**src/design/sle_pkg.sv**
```systemverilog
// ----------------------------------------------------------------------------
// sle_pkg - shared types and constants for the sorted list engine
// Request and result transfer formats, operation codes and the command
// broadcast from the controller to every list cell.
// ----------------------------------------------------------------------------
package sle_pkg;

  localparam int KEY_W      = 32;
  localparam int COUNT_W    = 5;
  localparam int FUNC_W     = 3;
  localparam int CAPACITY_D = 16;

  localparam logic [FUNC_W-1:0] OP_INS_HEAD = 3'd0;
  localparam logic [FUNC_W-1:0] OP_INS_TAIL = 3'd1;
  localparam logic [FUNC_W-1:0] OP_INS_SORT = 3'd2;
  localparam logic [FUNC_W-1:0] OP_RM_HEAD  = 3'd3;
  localparam logic [FUNC_W-1:0] OP_RM_TAIL  = 3'd4;
  localparam logic [FUNC_W-1:0] OP_RM_KEY   = 3'd5;
  localparam logic [FUNC_W-1:0] OP_QUERY    = 3'd6;

  typedef struct packed {
    logic [FUNC_W-1:0]      func;
    logic signed [KEY_W-1:0] key;
  } in_item_t;

  typedef struct packed {
    logic                    ok;
    logic signed [KEY_W-1:0] key_out;
    logic [COUNT_W-1:0]      count;
  } out_item_t;

  // controller to cell broadcast
  typedef struct packed {
    logic                    cmp_en;   // compare phase: latch per-cell flags
    logic                    upd_ins;  // update phase, insert that fits
    logic                    upd_rm;   // update phase, removal
    logic [FUNC_W-1:0]       func;
    logic signed [KEY_W-1:0] key;
  } cell_cmd_t;

endpackage

```
**src/design/sle_cell.sv**
```systemverilog
// ----------------------------------------------------------------------------
// sle_cell - one list position
// Holds one key, flags itself against the request in the compare phase and
// shifts left or right, or takes the new key, in the update phase.
// ----------------------------------------------------------------------------
module sle_cell import sle_pkg::*; #(
  parameter int CAPACITY = CAPACITY_D,
  parameter int IDX      = 0,
  parameter int FILL_W   = $clog2(CAPACITY + 1)
) (
  input  logic                    clk,
  input  cell_cmd_t               cmd,
  input  logic [FILL_W-1:0]       fill,
  input  logic signed [KEY_W-1:0] left_key,
  input  logic signed [KEY_W-1:0] right_key,
  input  logic                    seen_in,
  output logic                    seen_out,
  output logic signed [KEY_W-1:0] entry,
  output logic signed [KEY_W-1:0] sel_key
);

  localparam logic [FILL_W-1:0] IDX_V  = FILL_W'(IDX);
  localparam logic [FILL_W-1:0] IDX_V1 = FILL_W'(IDX + 1);

  logic signed [KEY_W-1:0] entry_r, entry_nxt;
  logic                    hit_r, hit_nxt;
  logic                    at_fill_r, at_fill_nxt;
  logic                    occ;

  assign occ = (IDX_V < fill);

  always_comb begin
    unique case (cmd.func)
      OP_INS_HEAD: hit_nxt = (IDX == 0);
      OP_INS_TAIL: hit_nxt = 1'b0;
      OP_INS_SORT: hit_nxt = occ && (entry_r >= cmd.key);
      OP_RM_HEAD:  hit_nxt = occ && (IDX == 0);
      OP_RM_TAIL:  hit_nxt = occ && (IDX_V1 == fill);
      OP_RM_KEY,
      OP_QUERY:    hit_nxt = occ && (entry_r == cmd.key);
      default:     hit_nxt = 1'b0;
    endcase
    at_fill_nxt = (IDX_V == fill);
  end

  // priority chain: seen_in is high when a cell nearer the head was flagged
  assign seen_out = seen_in | hit_r;
  assign sel_key  = (hit_r && !seen_in) ? entry_r : '0;
  assign entry    = entry_r;

  always_comb begin
    entry_nxt = entry_r;
    if (cmd.upd_ins) begin
      if (seen_in) entry_nxt = left_key;
      else if (hit_r || at_fill_r) entry_nxt = cmd.key;
    end else if (cmd.upd_rm && seen_out) begin
      entry_nxt = right_key;
    end
  end

  always_ff @(posedge clk) begin
    entry_r <= entry_nxt;
    if (cmd.cmp_en) begin
      hit_r     <= hit_nxt;
      at_fill_r <= at_fill_nxt;
    end
  end

endmodule

```
**src/design/sorted_list_engine_unit.sv**
```systemverilog
// ----------------------------------------------------------------------------
// sorted_list_engine_unit - bounded ordered list of signed keys
// A request is registered, the cells latch their flags in the compare phase,
// then the priority chain and shift phase run through the cell row with the
// result register in the update phase, which waits while the output stalls.
// A new request is taken only when idle or as the previous one completes.
// Reset clears the fill count and control; stored keys stay undefined.
// ----------------------------------------------------------------------------
module sorted_list_engine_unit import sle_pkg::*; #(
  parameter int CAPACITY = CAPACITY_D
) (
  input  logic      clk,
  input  logic      rst_n,
  input  logic      in_valid,
  output logic      in_stall,
  input  in_item_t  in_data,
  output logic      out_valid,
  input  logic      out_stall,
  output out_item_t out_data
);

  localparam int FILL_W = $clog2(CAPACITY + 1);
  localparam logic [FILL_W-1:0] CAP_V = FILL_W'(CAPACITY);

  localparam logic [1:0] ST_IDLE = 2'd0;
  localparam logic [1:0] ST_CMP  = 2'd1;
  localparam logic [1:0] ST_UPD  = 2'd2;

  logic [1:0]        state_r, state_nxt;
  logic [FILL_W-1:0] fill_r, fill_nxt;
  in_item_t          req_r;
  logic              out_valid_r;
  out_item_t         out_r;

  logic              upd_go, accept, is_ins, is_rm, full, any_hit;
  cell_cmd_t         cmd;
  logic                    seen   [CAPACITY+1];
  logic signed [KEY_W-1:0] ent    [CAPACITY];
  logic signed [KEY_W-1:0] selk   [CAPACITY];
  logic signed [KEY_W-1:0] kout;

  assign is_ins  = (req_r.func == OP_INS_HEAD) || (req_r.func == OP_INS_TAIL) ||
                   (req_r.func == OP_INS_SORT);
  assign is_rm   = (req_r.func == OP_RM_HEAD) || (req_r.func == OP_RM_TAIL) ||
                   (req_r.func == OP_RM_KEY);
  assign full    = (fill_r == CAP_V);
  assign upd_go  = (state_r == ST_UPD) && (!out_valid_r || !out_stall);
  assign in_stall = !((state_r == ST_IDLE) || upd_go);
  assign accept  = in_valid && !in_stall;

  assign cmd.cmp_en  = (state_r == ST_CMP);
  assign cmd.upd_ins = upd_go && is_ins && !full;
  assign cmd.upd_rm  = upd_go && is_rm;
  assign cmd.func    = req_r.func;
  assign cmd.key     = req_r.key;

  assign seen[0] = 1'b0;

  for (genvar i = 0; i < CAPACITY; i++) begin : g_cell
    logic signed [KEY_W-1:0] lk, rk;
    if (i == 0) begin : g_l0
      assign lk = '0;
    end else begin : g_ln
      assign lk = ent[i-1];
    end
    if (i == CAPACITY - 1) begin : g_rl
      assign rk = '0;
    end else begin : g_rn
      assign rk = ent[i+1];
    end
    sle_cell #(
      .CAPACITY (CAPACITY),
      .IDX      (i),
      .FILL_W   (FILL_W)
    ) u_cell (
      .clk       (clk),
      .cmd       (cmd),
      .fill      (fill_r),
      .left_key  (lk),
      .right_key (rk),
      .seen_in   (seen[i]),
      .seen_out  (seen[i+1]),
      .entry     (ent[i]),
      .sel_key   (selk[i])
    );
  end

  assign any_hit = seen[CAPACITY];

  // at most one cell drives a non-zero selected key
  always_comb begin
    kout = '0;
    for (int i = 0; i < CAPACITY; i++) kout = kout | selk[i];
  end

  always_comb begin
    fill_nxt = fill_r;
    if (cmd.upd_ins) fill_nxt = fill_r + FILL_W'(1);
    else if (cmd.upd_rm && any_hit) fill_nxt = fill_r - FILL_W'(1);
  end

  always_comb begin
    state_nxt = state_r;
    unique case (state_r)
      ST_IDLE: if (accept) state_nxt = ST_CMP;
      ST_CMP:  state_nxt = ST_UPD;
      ST_UPD:  if (upd_go) state_nxt = accept ? ST_CMP : ST_IDLE;
      default: state_nxt = ST_IDLE;
    endcase
  end

  always_ff @(posedge clk) begin
    if (!rst_n) begin
      state_r     <= ST_IDLE;
      fill_r      <= '0;
      out_valid_r <= 1'b0;
    end else begin
      state_r <= state_nxt;
      fill_r  <= fill_nxt;
      if (upd_go) out_valid_r <= 1'b1;
      else if (!out_stall) out_valid_r <= 1'b0;
    end
  end

  always_ff @(posedge clk) begin
    if (accept) req_r <= in_data;
    if (upd_go) begin
      out_r.ok      <= is_ins ? !full : ((is_rm || req_r.func == OP_QUERY) && any_hit);
      out_r.key_out <= is_rm ? kout : '0;
      out_r.count   <= COUNT_W'(fill_nxt);
    end
  end

  assign out_valid = out_valid_r;
  assign out_data  = out_r;

endmodule

```
**config.mk**
```make
export PLATFORM = sky130hd
export DESIGN_NAME = sorted_list_engine_unit
export DESIGN_NICKNAME = d
export VERILOG_FILES = /design/src/design/sle_pkg.sv /design/src/design/sle_cell.sv /design/src/design/sorted_list_engine_unit.sv
export SDC_FILE = /design/constraint.sdc
export NUM_CORES = 2
export LEC_CHECK = 0
export BUFFER_PORTS_ARGS = -buffer_cell sky130_fd_sc_hd__buf_4
export CAP_MARGIN = 10
export CORE_MARGIN = 3
export CORE_UTILIZATION = 50
export DETAILED_ROUTE_END_ITERATION = 16
export PLACE_DENSITY = 0.77
export SLEW_MARGIN = 15
export SYNTH_ARGS = -nofsm -noshare
export SYNTH_HDL_FRONTEND = slang
export SYNTH_HIERARCHICAL = 1
export SYNTH_SLANG_ARGS = --single-unit
```
**constraint.sdc**
```tcl
create_clock -name clk -period 24.8 [get_ports clk]
set_input_delay 3.72 -clock clk [delete_from_list [all_inputs] [get_ports clk]]
set_output_delay 3.72 -clock clk [all_outputs]
set_load 0.03 [all_outputs]
```
Yosys cells after proc, flatten, opt, wreduce, memory -nomap -nowiden
Index checks and enable logic that the tools add are counted.
- $lt $le $gt $ge: 32
- $add $sub $neg: 2
- multiplexer cells: 104
- bitwise gates (word level): 30
- equality and inequality tests: 60
- reductions and logical operators: 164
- operator list (cell ; count):
    32-bit two-way mux ; 79
    32-bit == test ; 16
    32-bit >= comparator ; 16
    32-bit OR ; 15
    1-bit logical AND ; 85
    3-bit by 1-bit inequality test with 1-bit output (second input constant) ; 15
    1-bit one-hot mux with 3 select lines ; 15
    4-bit by 5-bit == test with 1-bit output (first input constant) ; 8
    4-bit by 5-bit less-than comparator with 1-bit output (first input constant) ; 8
    2-bit AND reduction ; 17
    2-bit nonzero test ; 16
    1-bit logical OR ; 23
    3-bit by 5-bit == test with 1-bit output (first input constant) ; 4
    3-bit by 5-bit less-than comparator with 1-bit output (first input constant) ; 4
    1-bit zero test ; 19
    1-bit OR ; 15
    2-bit by 5-bit == test with 1-bit output (first input constant) ; 2
    1-bit by 5-bit less-than comparator with 1-bit output (first input constant) ; 2
    2-bit by 5-bit less-than comparator with 1-bit output (first input constant) ; 2
    5-bit two-way mux ; 2
    3-bit == test (second input constant) ; 3
    3-bit by 2-bit == test with 1-bit output (second input constant) ; 2
    2-bit one-hot mux with 3 select lines ; 1
    5-bit by 1-bit adder with 5-bit output (second input constant) ; 1
    other kinds (16) ; 22
- input port bits: 39
- register bits after elaboration: 625
- output and inout port bits: 40
- logic and storage cells: 448

Longest topological paths before layout
- depth after elaboration: 18
- mapped depth: 36
- mapped depth without buffers: 19

Cells and area by module
The synthesis kept the hierarchy.
- modules (own cells, without submodules) (module ; cells each ; times used ; seq. area each (sq um) ; area an instance (sq um)):
    sorted_list_engine_unit ; 311 ; 1 ; 2352.3 ; 3910.0
    sle_cell at g_cell[2].u_cell ; 307 ; 1 ; 1021.0 ; 2870.3
    sle_cell at g_cell[1].u_cell ; 308 ; 1 ; 1021.0 ; 2860.2
    sle_cell at g_cell[3].u_cell ; 308 ; 1 ; 1021.0 ; 2857.7
    sle_cell at g_cell[11].u_cell ; 308 ; 1 ; 1021.0 ; 2849.0
    sle_cell at g_cell[8].u_cell ; 307 ; 1 ; 1021.0 ; 2846.5
    sle_cell at g_cell[5].u_cell ; 307 ; 1 ; 1021.0 ; 2844.0
    sle_cell at g_cell[14].u_cell ; 307 ; 1 ; 1021.0 ; 2840.2
    sle_cell at g_cell[9].u_cell ; 308 ; 1 ; 1021.0 ; 2837.7
    sle_cell at g_cell[13].u_cell ; 304 ; 1 ; 1021.0 ; 2832.7
    sle_cell at g_cell[10].u_cell ; 312 ; 1 ; 1021.0 ; 2827.7
    sle_cell at g_cell[6].u_cell ; 307 ; 1 ; 1021.0 ; 2826.5
    sle_cell at g_cell[4].u_cell ; 313 ; 1 ; 1021.0 ; 2820.2
    sle_cell at g_cell[12].u_cell ; 309 ; 1 ; 1021.0 ; 2816.5
    3 more rows ; n/a ; n/a ; n/a ; n/a

Least setup slack after synthesis
No wires, ideal clock.
- path kind: register to register
- start: reg g_cell[0].u_cell.hit_r
- end: reg g_cell[15].u_cell.entry_r[0] (enable)
- slack: 15.992 ns
- stages on the path, launching flop included: 34
- library setup time: 0.395 ns
- period minus slack after synthesis: 8.808 ns
- required time: 24.405 ns
- arrival: 8.413 ns
- buffers on the path: 15
- cell sequence: edfxtp_1 -> or2_2 -> clkbuf_1 -> or2_2 -> clkbuf_1 -> or2_2 -> clkbuf_1 -> or2_2 -> clkbuf_1 -> or2_2 -> clkbuf_1 -> or2_1 -> clkbuf_1 -> or2_2 -> clkbuf_1 -> or2_2 -> clkbuf_1 -> or2_1 -> clkbuf_1 -> or2_2 -> clkbuf_1 -> or2_2 -> clkbuf_1 -> or2_2 -> clkbuf_1 -> or2_2 -> clkbuf_1 -> or2_2 -> clkbuf_1 -> or2_2 -> clkbuf_1 -> or2_2 -> a21oi_1 -> nor2_1
- RTL lines (element ; line ; text):
    from (decl) ; sle_cell.sv:26 ; logic hit_r, hit_nxt;
    from (signal assigned) ; sle_cell.sv:64 ; hit_r <= hit_nxt;
    to (signal assigned) ; sle_cell.sv:62 ; entry_r <= entry_nxt;
    to (decl) ; sle_cell.sv:25 ; logic signed [KEY_W-1:0] entry_r, entry_nxt;

==> results.toml <==
[run_status]
outcome = "finished clean"

[worst_setup_path]
ff2ff_path_depth = 21
cp.buffers_inverters = 3
path_class = "flip-flop to flip-flop"
worstSetupEndpoint = "g_cell[15].u_cell/entry[26]$_DFFE_PP_"
crit_required_ps = 25050
cp_data_arrival_time_ps = 17080
path_cells = "or2_2, or2_2, or2_2, or2_2, or2_2, or2_2, or2_2, or2_2, or2_2, buf_4, or2_2, buf_4, or2_4, or2_2, or2_2, or2_2, or2_2, buf_4, or2_2, a21oi_1, nor2_4"
critPathLaunch = "g_cell[0].u_cell/hit_r$_DFFE_PP_"
slowest_stage = "or2_2"
critical_path.most_common_cell = "or2_2"
worst-r2r-setup-slack_ps = 7970
crit_path_max_incr_delay_ps = 1110
crit_fanout = 36
cp_num_cells = 21
critical-path-top-delay-family = "simple AND/OR/NAND/NOR gates"
crit_path_start_kind = "flip-flop"
reg2reg_from = "g_cell[0].u_cell/hit_r$_DFFE_PP_"
timing.rr.end = "g_cell[15].u_cell/entry[26]$_DFFE_PP_"
crit_path_end_kind = "flip-flop"

[cts]
numCtsBuffers = 70
cts_tree = "yes"
path_clk_slew_ps = 60
insertion_delay_ps = 630
htree_num_levels = 3
cts_num_sinks = 625
cts_resized = 0
clockBufferDepth = 3
cts_setup_buffers = 0
cts-root-buf = "clkbuf_16"
hold_buffers = 0

[pwr]
p_sw_uw = 697.5
irDropWorstVdd_uv = 53.34
p_leak_uw = 0.02569
combPwrFrac_pct = 13.4
pwr-share-clk_pct = 38.9
p_int_uw = 1864
powerDensity_nw_per_um2 = 47.84
switching_share_pct = 27.23
pwr-share-seq_pct = 47.7

[sta]
skew_ps = 24.64
setup_violations = 0
rsz0062_at_grt = "false"
tightest_slew_ps = 1313
timing.hold.ws_ps = 553.6
tns_ps = 0
timing.final.crit_share_pct = 67.87
fmax_ghz = 0.05941
relSlewSlack_pct = 11.67
min_period_ps = 16830
finalHoldViolCount = 0
drv_slew = 0

[yosys]
synth_edf_count = 617
avgSynthCellArea_sq_um = 9.369
syn_inst = 5254
ys_seq_area_share_pct = 37.96
yosys_register_bits = 625
synth_common_cells = "a21oi_1, edfxtp_1, nor2_1"
yosysTopAreaCellShare_pct = 37.64
ys_types = 80
yosysTopAreaCell = "edfxtp_1"
ys_warn_count = 6
synth_most_common_cell = "a21oi_1"
yosys-top-cells-area = "edfxtp_1, ha_1, mux2i_1"
synthArstFlopShare_pct = 0
synth_area_sq_um = 49230
synth-main-ff-cell = "edfxtp_1"

[final_layout]
multi_input_area_sq_um = 28060
fillers = 8448
final_nets = 5862
syn2layout_area_growth_pct = 8.756
drive_above_1_share_pct = 6.984
finalNonFillerCells = 6631
seqCellArea_sq_um = 18690
diodes = 0

[drt]
ant_nets = 0
vias = 40930
vias_per_cell = 6.173
wirelength_um = 150400
first_iter_violations = 4476
first_pass_iters = 8
drc = 0
wl_per_cell_um = 22.68

[die]
core-area_sq_um = 97140
pin_count = 79
start_util_pct = 50.68
core.rowCount = 114
die_w_um = 319.8
die_y_um = 319.8
die-area_sq_um = 102300

[place]
dp.cells = 6513
port_buffers = 78
place.gp.congestion = 0.9220
dpl.hpwl_um = 111200

[global_route]
grt_overflow = 0
grt_max_degree = 233
grt_pass1_wl_um = 229600
first_global_vias = 39380
grt_usage_pct = 28.61
antenna_found_initial = 2

[min_path]
min_path_type = "flip-flop to flip-flop"

[flow_run]
max_cap_viol_count = 0
worst register-to-register path: stages, from the launching register on:
cell	delay (ps)
edfxtp_1	340
or2_2	900
or2_2	1060
or2_2	1070
or2_2	1060
or2_2	1130
or2_2	1050
or2_2	1050
or2_2	1090
or2_2	300
buf_4	500
or2_2	220
buf_4	570
or2_4	760
or2_2	1060
or2_2	1080
or2_2	1080
or2_2	260
buf_4	520
or2_2	350
a21oi_1	130
nor2_4	840
area by class of cell:
cell class	instances	share of cell area, %
clock buffers	90	3.492
repair buffers	148	2.099
flip-flops and latches	625	34.91
well taps	1276	2.982
clock inverters	28	0.3623
inverters	534	3.744
multi-input cells	3930	52.41
worst min path at each step:
stage	startpoint	endpoint	depth (start not counted)
floorplan	state_r[1]$_SDFFE_PN0P_	out_valid$_SDFFE_PN0P_	2
global placement	fill_r[0]$_SDFF_PN0_	fill_r[0]$_SDFF_PN0_	3
detailed placement	fill_r[0]$_SDFF_PN0_	fill_r[0]$_SDFF_PN0_	3
CTS	fill_r[0]$_SDFF_PN0_	fill_r[0]$_SDFF_PN0_	3
global route	state_r[0]$_SDFFE_PN0P_	state_r[1]$_SDFFE_PN0P_	2
finish	fill_r[0]$_SDFF_PN0_	fill_r[0]$_SDFF_PN0_	3
registers in the layout (all words and copies together) (netlist names):
| register | cells |
|---|---|
| cmd | 35 |
| fill_r | 5 |
| g_cell.u_cell/at_fill_r | 16 |
| g_cell.u_cell/entry | 512 |
| g_cell.u_cell/hit_r | 16 |
| out_data | 38 |
| out_valid | 1 |
| state_r | 2 |
cells by family (layout without fill, tap and decap cells):
kind of cell	after synthesis	in the layout	share of synthesized area [%]
other	1	65	0.007618
AOI/OAI and AO/OA	1005	1005	11.84
muxes	530	530	10.78
and+or+nand+nor	1803	1803	20.17
adders and majority gates	514	514	13.06
buffers and inverters	763	800	5.940
xor gates and xnor gates	13	13	0.2313
DFF	625	625	37.96
metrics by stage:
stage / utilization (%) / worst slack, ps / power, uW / instance area (sq um)
finish: 55.12 / 7969 / 2561 / 53540
detailed placement: 52.95 / 8227 / 1578 / 51440
CTS: 55.08 / 8213 / 2568 / 53500
global route: 55.12 / 7430 / 2655 / 53540
global placement: 52.95 / 8616 / 1561 / 51440
floorplan: - / 15990 / 1467 / 49470
power groups by stage:
stage	sequential, uW	combinational (uW)	clock, uW
floorplan	1250	214	0
global placement	1240	317	0
detailed placement	1240	334	0
CTS	1220	337	1010
global route	1220	381	1050
finish	1220	343	996
cells in the final DEF (no fill, tap or decap), types with 7 or more instances in the layout:
cell type    n
a2111oi_0   19
a211oi_1    17
a21o_1      50
a21oi_1    737
a221o_1     14
a31oi_1     11
a41oi_1     37
and2_1     513
buf_4      147
clkbuf_1    18
clkbuf_16   72
clkinv_1    15
clkinv_2     7
conb_1      65
dfxtp_1      8
edfxtp_1   617
ha_1       514
inv_1      533
mux2i_1    529
nand2_1    148
nand2b_1     8
nand3_1     82
nand4_1     99
nand4_2     28
nand4b_1    13
nor2_1     584
nor2_4      15
nor2b_1     20
nor2b_2     12
nor2b_4      8
nor3_1      18
nor4_1     151
nor4_2      15
nor4b_1     14
o211ai_1    19
o21ai_0     40
o311a_1      7
o31ai_1     11
or2_2       15
xor2_1      11
routing by layer:
| layer | track usage, % | share of wire, % | up-vias |
|---|---|---|---|
| met3 | 3.278 | 7.3 | 395 |
| met4 | 18.20 | 6.9 | 4 |
| met5 | 0 | 0.019 | - |
| met2 | 46.74 | 47 | 1853 |
| li1 | - | - | 19030 |
| met1 | 36.22 | 39 | 19650 |
(Power assumes the default switching activity.)
